<file path="src/sv/tcw_pkg.sv">
// Shared types and constants of the text console writer.
// No dependencies; every other file of the block imports this package.
`default_nettype none

package tcw_pkg;

  // Field widths of the channel items
  localparam int CHAR_W   = 8;
  localparam int ATTR_W   = 8;
  localparam int RROW_W   = 5;
  localparam int RCOL_W   = 7;
  localparam int OFFS_W   = 11;
  localparam int CELL_W   = 16;

  // Linear address unit: widest row and column over the legal geometries
  localparam int AU_ROW_W  = 6;
  localparam int AU_COL_W  = 8;
  localparam int AU_ADDR_W = 14;

  // Operation codes
  localparam logic OP_PUT  = 1'b0;
  localparam logic OP_READ = 1'b1;

  // Control characters and the blank cell
  localparam logic [CHAR_W-1:0] CH_NEWLINE = 8'h0A;
  localparam logic [CHAR_W-1:0] CH_TAB     = 8'h09;
  localparam logic [CHAR_W-1:0] CH_BELL    = 8'h07;
  localparam logic [CHAR_W-1:0] CH_SPACE   = 8'h20;
  localparam logic [ATTR_W-1:0] BLANK_ATTR = 8'h07;
  localparam logic [CELL_W-1:0] BLANK_CELL = {BLANK_ATTR, CH_SPACE};

  typedef struct packed {
    logic              operation;
    logic [CHAR_W-1:0] char_code;
    logic [RROW_W-1:0] read_row;
    logic [RCOL_W-1:0] read_col;
  } item_t;

  typedef struct packed {
    logic [CHAR_W-1:0] cell_char;
    logic [ATTR_W-1:0] cell_attr;
    logic [RROW_W-1:0] cursor_row;
    logic [RCOL_W-1:0] cursor_col;
    logic [OFFS_W-1:0] cursor_offset;
    logic              scrolled;
  } result_t;

endpackage

`default_nettype wire

</file>
<file path="src/sv/tcw_addr_unit.sv">
// Shared linear address unit: row * COLUMNS + col.
// Depends on tcw_pkg for the operand widths.
`default_nettype none

module tcw_addr_unit #(
  parameter int COLUMNS = 80
) (
  input  wire logic [tcw_pkg::AU_ROW_W-1:0]  row,
  input  wire logic [tcw_pkg::AU_COL_W-1:0]  col,
  output      logic [tcw_pkg::AU_ADDR_W-1:0] lin
);
  import tcw_pkg::*;

  logic [AU_ADDR_W-1:0] prod;

  // constant multiply, then add the column
  assign prod = AU_ADDR_W'(row) * AU_ADDR_W'(COLUMNS);
  assign lin  = prod + AU_ADDR_W'(col);

endmodule

`default_nettype wire

</file>
<file path="src/sv/tcw_seq.sv">
// Sequencer of the console: cursor, put/read handling, scroll and clear sweeps.
// Depends on tcw_pkg and drives tcw_addr_unit and the frame store ports.
`default_nettype none

module tcw_seq #(
  parameter int COLUMNS     = 80,
  parameter int ROWS        = 25,
  parameter int TAB_WIDTH   = 8,
  parameter int HEADER_ROWS = 2,
  localparam int ADDR_W     = $clog2(ROWS * COLUMNS)
) (
  input  wire logic                        clk,
  input  wire logic                        rst,
  input  wire tcw_pkg::item_t              item,
  input  wire logic                        item_valid,
  output      logic                        item_ready,
  input  wire logic [tcw_pkg::ATTR_W-1:0]  attr,
  output      logic                        res_valid,
  input  wire logic                        res_take,
  output      tcw_pkg::result_t            res,
  output      logic                        mem_we,
  output      logic [ADDR_W-1:0]           mem_waddr,
  output      logic [tcw_pkg::CELL_W-1:0]  mem_wdata,
  output      logic [ADDR_W-1:0]           mem_raddr,
  input  wire logic [tcw_pkg::CELL_W-1:0]  mem_rdata
);
  import tcw_pkg::*;

  localparam int CW  = $clog2(COLUMNS);
  localparam int RW  = $clog2(ROWS);
  localparam int SW  = CW + 5;
  localparam int RW1 = RW + 1;
  localparam logic [ADDR_W-1:0] HDR_BASE = ADDR_W'(HEADER_ROWS * COLUMNS);
  localparam logic [ADDR_W-1:0] COPY_END = ADDR_W'((ROWS - 1) * COLUMNS - 1);
  localparam logic [ADDR_W-1:0] CELL_END = ADDR_W'(ROWS * COLUMNS - 1);
  localparam bit HAS_COPY = (HEADER_ROWS + 1 < ROWS);

  typedef enum logic [6:0] {
    S_IDLE    = 7'b0000001,
    S_EXEC    = 7'b0000010,
    S_RDWAIT  = 7'b0000100,
    S_COPY_RD = 7'b0001000,
    S_COPY_WR = 7'b0010000,
    S_FILL    = 7'b0100000,
    S_SHIP    = 7'b1000000
  } state_t;

  state_t            state;
  logic [ADDR_W-1:0] ptr;
  logic              clearing;
  logic [RW-1:0]     cur_row;
  logic [CW-1:0]     cur_col;

  logic              op;
  logic [CHAR_W-1:0] ch;
  logic [RROW_W-1:0] rrow;
  logic [RCOL_W-1:0] rcol;
  logic              rd_ok;
  logic [CHAR_W-1:0] res_char;
  logic [ATTR_W-1:0] res_attr;
  logic              scrolled;

  logic                 is_nl, is_tab, is_bell, is_print;
  logic [SW-1:0]        col_step, col_sum;
  logic                 wrap;
  logic [RW1-1:0]       row_sum;
  logic                 do_scroll;
  logic [RW-1:0]        new_row;
  logic [CW-1:0]        new_col;
  logic                 rd_in_range;
  logic [AU_ROW_W-1:0]  au_row;
  logic [AU_COL_W-1:0]  au_col;
  logic [AU_ADDR_W-1:0] au_lin;
  logic [15:0]          row_wide, col_wide;

  // character class of the latched put
  assign is_nl    = (ch == CH_NEWLINE);
  assign is_tab   = (ch == CH_TAB);
  assign is_bell  = (ch == CH_BELL);
  assign is_print = !is_nl && !is_tab && !is_bell;

  // cursor advance, wrap and scroll decision
  assign col_step  = is_tab ? SW'(TAB_WIDTH) : (is_print ? SW'(1) : '0);
  assign col_sum   = SW'(cur_col) + col_step;
  assign wrap      = is_nl || (col_sum >= SW'(COLUMNS));
  assign row_sum   = RW1'(cur_row) + RW1'(wrap);
  assign do_scroll = (row_sum >= RW1'(ROWS));
  assign new_row   = do_scroll ? RW'(ROWS - 1) : row_sum[RW-1:0];
  assign new_col   = wrap ? '0 : col_sum[CW-1:0];

  assign rd_in_range = (7'(rrow) < 7'(ROWS)) && (9'(rcol) < 9'(COLUMNS));

  // one address unit, shared by read lookups, puts and the cursor offset
  always_comb begin
    if (state == S_EXEC && op == OP_READ) begin
      au_row = AU_ROW_W'(rrow);
      au_col = AU_COL_W'(rcol);
    end else begin
      au_row = AU_ROW_W'(cur_row);
      au_col = AU_COL_W'(cur_col);
    end
  end

  tcw_addr_unit #(.COLUMNS(COLUMNS)) u_addr (
    .row (au_row),
    .col (au_col),
    .lin (au_lin)
  );

  // frame store requests
  always_comb begin
    mem_we    = 1'b0;
    mem_waddr = ptr;
    mem_wdata = BLANK_CELL;
    mem_raddr = au_lin[ADDR_W-1:0];
    unique case (state)
      S_EXEC: begin
        if (op == OP_PUT && is_print) begin
          mem_we    = 1'b1;
          mem_waddr = au_lin[ADDR_W-1:0];
          mem_wdata = {attr, ch};
        end
      end
      S_COPY_RD: mem_raddr = ptr + ADDR_W'(COLUMNS);
      S_COPY_WR: begin
        mem_we    = 1'b1;
        mem_wdata = mem_rdata;
      end
      S_FILL:    mem_we = 1'b1;
      default: ;
    endcase
  end

  // sequencer and cursor
  always_ff @(posedge clk) begin
    if (rst) begin
      state    <= S_FILL;
      ptr      <= '0;
      clearing <= 1'b1;
      cur_row  <= '0;
      cur_col  <= '0;
    end else begin
      unique case (state)
        S_IDLE: begin
          if (item_valid) state <= S_EXEC;
        end
        S_EXEC: begin
          if (op == OP_READ) begin
            state <= S_RDWAIT;
          end else begin
            cur_row <= new_row;
            cur_col <= new_col;
            if (do_scroll) begin
              ptr   <= HDR_BASE;
              state <= HAS_COPY ? S_COPY_RD : S_FILL;
            end else begin
              state <= S_SHIP;
            end
          end
        end
        S_RDWAIT:  state <= S_SHIP;
        S_COPY_RD: state <= S_COPY_WR;
        S_COPY_WR: begin
          ptr   <= ptr + 1'b1;
          state <= (ptr == COPY_END) ? S_FILL : S_COPY_RD;
        end
        S_FILL: begin
          if (ptr == CELL_END) begin
            clearing <= 1'b0;
            state    <= clearing ? S_IDLE : S_SHIP;
          end else begin
            ptr <= ptr + 1'b1;
          end
        end
        S_SHIP: begin
          if (res_take) state <= S_IDLE;
        end
        default: state <= S_IDLE;
      endcase
    end
  end

  // item and result payload
  always_ff @(posedge clk) begin
    if (state == S_IDLE && item_valid) begin
      op   <= item.operation;
      ch   <= item.char_code;
      rrow <= item.read_row;
      rcol <= item.read_col;
    end
    if (state == S_EXEC) begin
      rd_ok    <= rd_in_range;
      scrolled <= (op == OP_PUT) && do_scroll;
      res_char <= '0;
      res_attr <= '0;
    end
    if (state == S_RDWAIT && rd_ok) begin
      res_char <= mem_rdata[CHAR_W-1:0];
      res_attr <= mem_rdata[CELL_W-1:CHAR_W];
    end
  end

  // result, fields cut to their widths
  assign row_wide = 16'(cur_row);
  assign col_wide = 16'(cur_col);

  always_comb begin
    res.cell_char     = res_char;
    res.cell_attr     = res_attr;
    res.cursor_row    = row_wide[RROW_W-1:0];
    res.cursor_col    = col_wide[RCOL_W-1:0];
    res.cursor_offset = au_lin[OFFS_W-1:0];
    res.scrolled      = scrolled;
  end

  assign item_ready = (state == S_IDLE);
  assign res_valid  = (state == S_SHIP);

endmodule

`default_nettype wire

</file>
<file path="config.mk">
export PLATFORM = sky130hd
export DESIGN_NAME = tcw_seq
export DESIGN_NICKNAME = d
export VERILOG_FILES = /design/src/sv/tcw_pkg.sv /design/src/sv/tcw_addr_unit.sv /design/src/sv/tcw_seq.sv
export SDC_FILE = /design/constraint.sdc
export NUM_CORES = 1
export LEC_CHECK = 0
export ABC_AREA = 1
export BUFFER_PORTS_ARGS = -buffer_cell sky130_fd_sc_hd__buf_2
export CORE_MARGIN = 2
export CORE_UTILIZATION = 58
export DETAILED_ROUTE_END_ITERATION = 10
export PLACE_DENSITY = 0.87
export SLEW_MARGIN = 30
export SYNTH_ARGS = -nofsm -noshare
export SYNTH_HDL_FRONTEND = slang
export SYNTH_HIERARCHICAL = 1
export SYNTH_SLANG_ARGS = --single-unit
</file>
<file path="constraint.sdc">
create_clock -name clk -period 6.6 [get_ports clk]
set_clock_uncertainty 0.05 [all_clocks]
set_input_delay 0.99 -clock clk [delete_from_list [all_inputs] [get_ports clk]]
set_output_delay 0.99 -clock clk [all_outputs]
set_load 0.02 [all_outputs]
</file>
==> flow_summary.toml, run 1 <==
[placed_design]
pre_cts_ws_ns = 1.959
numPortBuffers = 129
place.gp.congestion = 0.9157
hpwl_um = 9230
placed_cell_area_sq_um = 5320

[floorplan]
start_util_pct = 60.51
die_area_sq_um = 8884
pin_count = 130
die_h_um = 94.26
coreArea_sq_um = 7807
core.rowCount = 32
fp.dieW_um = 94.26

[power]
power.density_nw_per_um2 = 167.2
ir_drop_mv = 0.1326
power_leakage_nw = 2.826

[layout]
design_area_sq_um = 5484
diodes = 0
syn_to_final_growth_pct = 16.08
layout_commonest_cell = "nand2_1"
final_cell_mix = "nand2_1 (150), buf_2 (129), inv_1 (93), nor2_1 (61), nand3_1 (50)"
drive_gt1_share_pct = 25.40
fill_cells = 662
nets = 818

[run]
maxCapViolations = 0

[worst_setup_path]
cp_max_fo = 32
endpoint_kind = "primary output"
required_ns = 5.56
crit_arrival_ns = 4.03
cp_slowest_stage_delay_ns = 0.44
r2r-start = "ch[0]$_DFFE_PP_"
startpoint_type = "register"
critPathBufInv = 3
cpMaxStageDelayCell = "mux2_2"
crit_family = "simple AND/OR/NAND/NOR gates"
cp_cell_sequence = "nor2_1, nand2_1, nor2_8, nand2_2, mux2_2, ha_1, ha_1, inv_1, fa_1, inv_1, nand2_1, nor3_1, nor2_1, nor2_2, nor2_1, nand2_1, o21ai_0, buf_2"
crit_start = "state[5]$_SDFFE_PP1P_"
critical_path_class = "reg -> out"

[sta]
post-route-min-period_ns = 5.071
relSlewSlack_pct = 39.73
slew_violations = 0
rsz0062_at_grt = "no"
period_share_pct = 76.83
tightest_slew_ns = 0.9014
hold_viol = 0
fmaxAchievable_mhz = 197.2
tns_ns = 0
setup_viol = 0
setup_slack_ns = 1.529

[route]
wl_per_cell_um = 14.50
drt_iter0_markers = 297
drc = 0
num_vias = 4663
antenna_left = 0
finalWirelength_um = 12380
drtPass1Iterations = 5
viasPerCell = 5.460

[cts]
root_buffer = "clkbuf_8"
h-tree-depth = 3
tritoncts = "built"
clock_latency_ns = 0.35
cts_num_sinks = 70
postCtsResizedCells = 0
hold_buffers = 0
cts_inserted_buffers = 9
clkSlewWorstSetupHoldPaths_ns = 0.08
cts_buffer_depth = 2
postCtsSetupBuffers = 0

[grt]
grt_max_degree = 37
track_usage_pct = 28.63
use_met2_pct = 47.02
grt_pass1_wl_um = 19950
top_usage_layer = "met2"
grt_pass1_vias = 4434
antenna_found_initial = 0
met3_usage_pct = 5.297
grt_use_met1_pct = 35.26
grt_overflow_total = 0

[worst_hold_path]
hold_class = "reg -> reg"
min_from = "clearing$_SDFFE_PP1P_"

[logic_synthesis]
syn_area_sq_um = 4725
synth.avg_cell_area_sq_um = 7.476
synth_cells = 632
yosysWarnings = 6

[run_status]
outcome = "finished, final reports clean"
==> worst register-to-register path, stage by stage (launching register included) <==
cell and delay [ns]:
edfxtp_1 0.40, inv_1 0.15, nand3_1 0.12, nor3_2 0.23, inv_1 0.15, and2_4 0.30
ha_1 0.26, ha_1 0.21, nand3_1 0.09, nand2_1 0.08, xnor2_1 0.20, nand2_1 0.08
nand2_1 0.06, nand2_1 0.07, ha_1 0.22, ha_1 0.29, nor2_1 0.12, nand3_1 0.11
nand3_2 0.12, nand3_1 0.34, nand3_2 0.34, nand2_1 0.11, a21oi_1 0.17
==> final timing paths <==
check / end / slack [ns] / cells past startpoint
setup / recovery: mem_raddr[9] / 1.53 / 18
hold / removal: clearing$_SDFFE_PP1P_ / 0.44 / 2
setup reg to reg: ptr[9]$_SDFFE_PP0P_ / 2.27 / 22
hold reg to reg: clearing$_SDFFE_PP1P_ / 0.44 / 2
==> layout make-up <==
type	count	area, sq um	share of cell area [%]
multi-input cells	438	2389	43.55
flip-flops and latches	70	1792	32.67
repair buffers	129	645.6	11.77
inverters	99	371.6	6.776
clock buffers	12	135.1	2.464
well taps	102	127.6	2.327
clock inverters	4	23.77	0.4335
==> flip-flops by register name, summed over array words and instances (netlist names) <==
name and count:
rrow 5, scrolled 1, res_attr 8, cur_col 7, ptr 11, res_char 8, rcol 7, rd_ok 1
state 7, clearing 1, cur_row 5, op 1, ch 8
==> through the flow <==
step	utilization [%]	instances	total power (W)	hold slack, ns
final	70.24	854	0.0009167	0.4388
after global routing	70.24	854	0.0009532	0.4460
after CTS	70.18	854	0.0009152	0.4188
after detailed placement	68.14	838	0.0006263	0.4080
after global placement	68.14	838	0.0006234	0.3976
after floorplan	-	633	0.0005855	0.3863
==> layer usage <==
layer	routed length, um	vias up
li1	-	2261
met3	893	43
met2	6058	220
met4	472	0
met1	4955	2139
met5	0	-
==> power by group <==
group	internal (W)	total, W	switching (W)	leakage (nW)
registers	0.000468	0.000485	0.0000166	0.604
clock network	0.000136	0.000297	0.000162	0.0841
logic	0.0000480	0.000135	0.0000867	2.14
No activity file was read; power rests on OpenSTA's default activity.
==> run 2: changes to the inputs <==
--- a/config.mk
+++ b/config.mk
@@ -8,9 +8,9 @@
 export ABC_AREA = 1
 export BUFFER_PORTS_ARGS = -buffer_cell sky130_fd_sc_hd__buf_2
 export CORE_MARGIN = 2
-export CORE_UTILIZATION = 58
+export CORE_UTILIZATION = 54
 export DETAILED_ROUTE_END_ITERATION = 10
-export PLACE_DENSITY = 0.87
+export PLACE_DENSITY = 0.82
 export SLEW_MARGIN = 30
 export SYNTH_ARGS = -nofsm -noshare
 export SYNTH_HDL_FRONTEND = slang
==> constraint.sdc (replaced) <==
create_clock -name clk -period 5.3 [get_ports clk]
set_clock_uncertainty 0.05 [all_clocks]
set_input_delay 0.795 -clock clk [delete_from_list [all_inputs] [get_ports clk]]
set_output_delay 0.795 -clock clk [all_outputs]
set_load 0.02 [all_outputs]
==> run 2 against run 1 <==
Critical path depth did not move; worst setup slack got worse by 1.1 ns; clock-buffer cell count fell by 3; combinational power rose by 25%; flip-flop and latch count did not move.
==> flow_summary.toml, run 2 (synthesis gave the netlist of run 1 again) <==
[power]
clockPowerShare_pct = 35.1
power.density_nw_per_um2 = 215.5
p_comb_share_pct = 14.2
finalPower_w = 0.001190
ir_drop_mv = 0.1733
seq_power_share_pct = 50.7
p_int_w = 0.0008560
switching_share_pct = 28.07
power.switching_w = 0.0003340
power_leakage_nw = 2.829

[cts]
postCtsResizedCells = 0
clock_latency_ns = 0.35
cts_buffer_depth = 2
cts_num_sinks = 70
clkSlewWorstSetupHoldPaths_ns = 0.07
cts_inserted_buffers = 9
tritoncts = "built"
root_buffer = "clkbuf_8"
h-tree-depth = 3
hold_buffers = 0
postCtsSetupBuffers = 0

[run]
maxCapViolations = 0

[sta]
relSlewSlack_pct = 42.73
fmaxAchievable_mhz = 205.0
setup_viol = 0
tns_ns = 0
slew_violations = 0
hold_viol = 0
post-route-min-period_ns = 4.878
setup_slack_ns = 0.4223
tightest_slew_ns = 0.8564
period_share_pct = 92.03
rsz0062_at_grt = "no"

[layout]
drive_gt1_share_pct = 25.53
largest_register_ffs = 11
regMostFlops = "ptr"
final_core_util_pct = 64.25
fill_cells = 728
final_cell_mix = "nand2_1 (150), buf_2 (129), inv_1 (93), nor2_1 (61), nand3_1 (50)"
layout.cells.non_filler = 860
layout_commonest_cell = "nand2_1"
syn_to_final_growth_pct = 16.87
diodes = 0
nets = 818

[worst_setup_path]
required_ns = 4.45
rr_endpoint = "ptr[1]$_SDFFE_PP0P_"
cpMaxStageDelayCell = "mux2_2"
endpoint_kind = "primary output"
critical_path_class = "reg -> out"
ff2ff_path_depth = 22
r2r-start = "ch[3]$_DFFE_PP_"
critPathBufInv = 3
crit_arrival_ns = 4.03
cp_max_fo = 32
cp_cell_sequence = "nor2_4, nand3_2, nor2_8, nand2_2, mux2_2, ha_1, ha_1, inv_1, fa_1, inv_1, nand2_1, nor3_1, nor2_1, nor2_2, nor2_1, nand2_1, o21ai_0, buf_2"
startpoint_type = "register"
crit_family = "simple AND/OR/NAND/NOR gates"
cp_slowest_stage_delay_ns = 0.44
regToRegSetupSlack_ns = 1.09

[grt]
grt_pass1_wl_um = 19290
grt_pass1_vias = 4275
use_met2_pct = 44.14
top_usage_layer = "met2"
grt_overflow_total = 0
met3_usage_pct = 4.604
track_usage_pct = 24.79
grt_max_degree = 37
antenna_found_initial = 0
grt_use_met1_pct = 30.27

[placed_design]
hpwl_um = 9170
place.gp.congestion = 0.9068
dp.cells = 844
pre_cts_ws_ns = 0.8353
numPortBuffers = 129

[floorplan]
core.rowCount = 34
coreArea_sq_um = 8593
start_util_pct = 54.98
fp.dieW_um = 97.54
die_h_um = 97.54
pin_count = 130
die_area_sq_um = 9513

[worst_hold_path]
hold_depth = 2
holdPathEnd = "clearing$_SDFFE_PP1P_"
hold_class = "reg -> reg"
min_from = "clearing$_SDFFE_PP1P_"

[run_status]
outcome = "finished, final reports clean"

[route]
drtPass1Iterations = 5
finalWirelength_um = 11980
antenna_left = 0
drt_iter0_markers = 257
drc = 0
viasPerCell = 5.234
wl_per_cell_um = 13.93
num_vias = 4501
run 2: cell count changes in the layout (fill, tap and decap cells not counted), sizes merged:
cell / previous run / this run
bufinv: 0 / 1
clkbuf: 12 / 9
clkinv: 5 / 4
clkinvlp: 0 / 3
run 2: how the worst max path moves through the flow:
stage               depth (start not counted)  slack (ns)            end             startpoint
finish                                     18        0.42   mem_raddr[9]  state[2]$_SDFFE_PP0P_
CTS                                        18        0.44   mem_raddr[9]  state[2]$_SDFFE_PP0P_
global route                               18        0.13   mem_raddr[9]  state[3]$_SDFFE_PP0P_
floorplan                                  15        1.27  mem_raddr[10]  state[5]$_SDFFE_PP1P_
global placement                           18        1.02   mem_raddr[9]  state[5]$_SDFFE_PP1P_
detailed placement                         18        0.84   mem_raddr[9]  state[5]$_SDFFE_PP1P_
run 2: worst register-to-register path: stages, from the launching register on:
cell and delay, ns:
edfxtp_1 0.45, nand2_1 0.12, nor3_1 0.06, o21bai_2 0.26
and2_4 0.41, ha_1 0.27, ha_1 0.19, nand3_1 0.09
nand2_1 0.12, nand2_1 0.08, xor2_1 0.17, nand2_1 0.07
nand2_1 0.08, ha_1 0.20, ha_1 0.24, nand4_1 0.12
nand2_1 0.13, nand3_2 0.14, nand3_1 0.34, nand3_2 0.30
nand2_1 0.15, nand2_1 0.05, nor2_1 0.07
run 2: area by class of cell:
cell class | instances | area (sq um) | share of cell area (%)
Multi-Input combinational cell | 438 | 2389 | 43.26
Sequential cell | 70 | 1792 | 32.45
Timing Repair Buffer | 129 | 645.6 | 11.69
Inverter | 99 | 371.6 | 6.730
Tap cell | 108 | 135.1 | 2.447
Clock buffer | 9 | 123.9 | 2.243
Clock inverter | 7 | 65.06 | 1.178
run 2: layer usage:
layer | up-vias | wire length [um]
met5 | - | 0
met4 | 0 | 234
met3 | 20 | 723
met2 | 158 | 6172
met1 | 2061 | 4848
li1 | 2262 | -
run 2: stage by stage:
stage | instance area, sq um | hold WS (ns)
6_report | 5522 | 0.4591
5_1_grt | 5522 | 0.4493
4_1_cts | 5517 | 0.4421
3_5_place_dp | 5328 | 0.4204
3_3_place_gp | 5328 | 0.3987
2_1_floorplan | 4728 | 0.3863
run 2: power by group through the flow:
| stage | Combinational (W) | Clock, W | Sequential (W) |
|---|---|---|---|
| floorplan | 0.000119 | 0 | 0.000610 |
| global placement | 0.000163 | 0 | 0.000615 |
| detailed placement | 0.000166 | 0 | 0.000615 |
| CTS | 0.000167 | 0.000423 | 0.000603 |
| global route | 0.000189 | 0.000444 | 0.000606 |
| finish | 0.000169 | 0.000418 | 0.000603 |
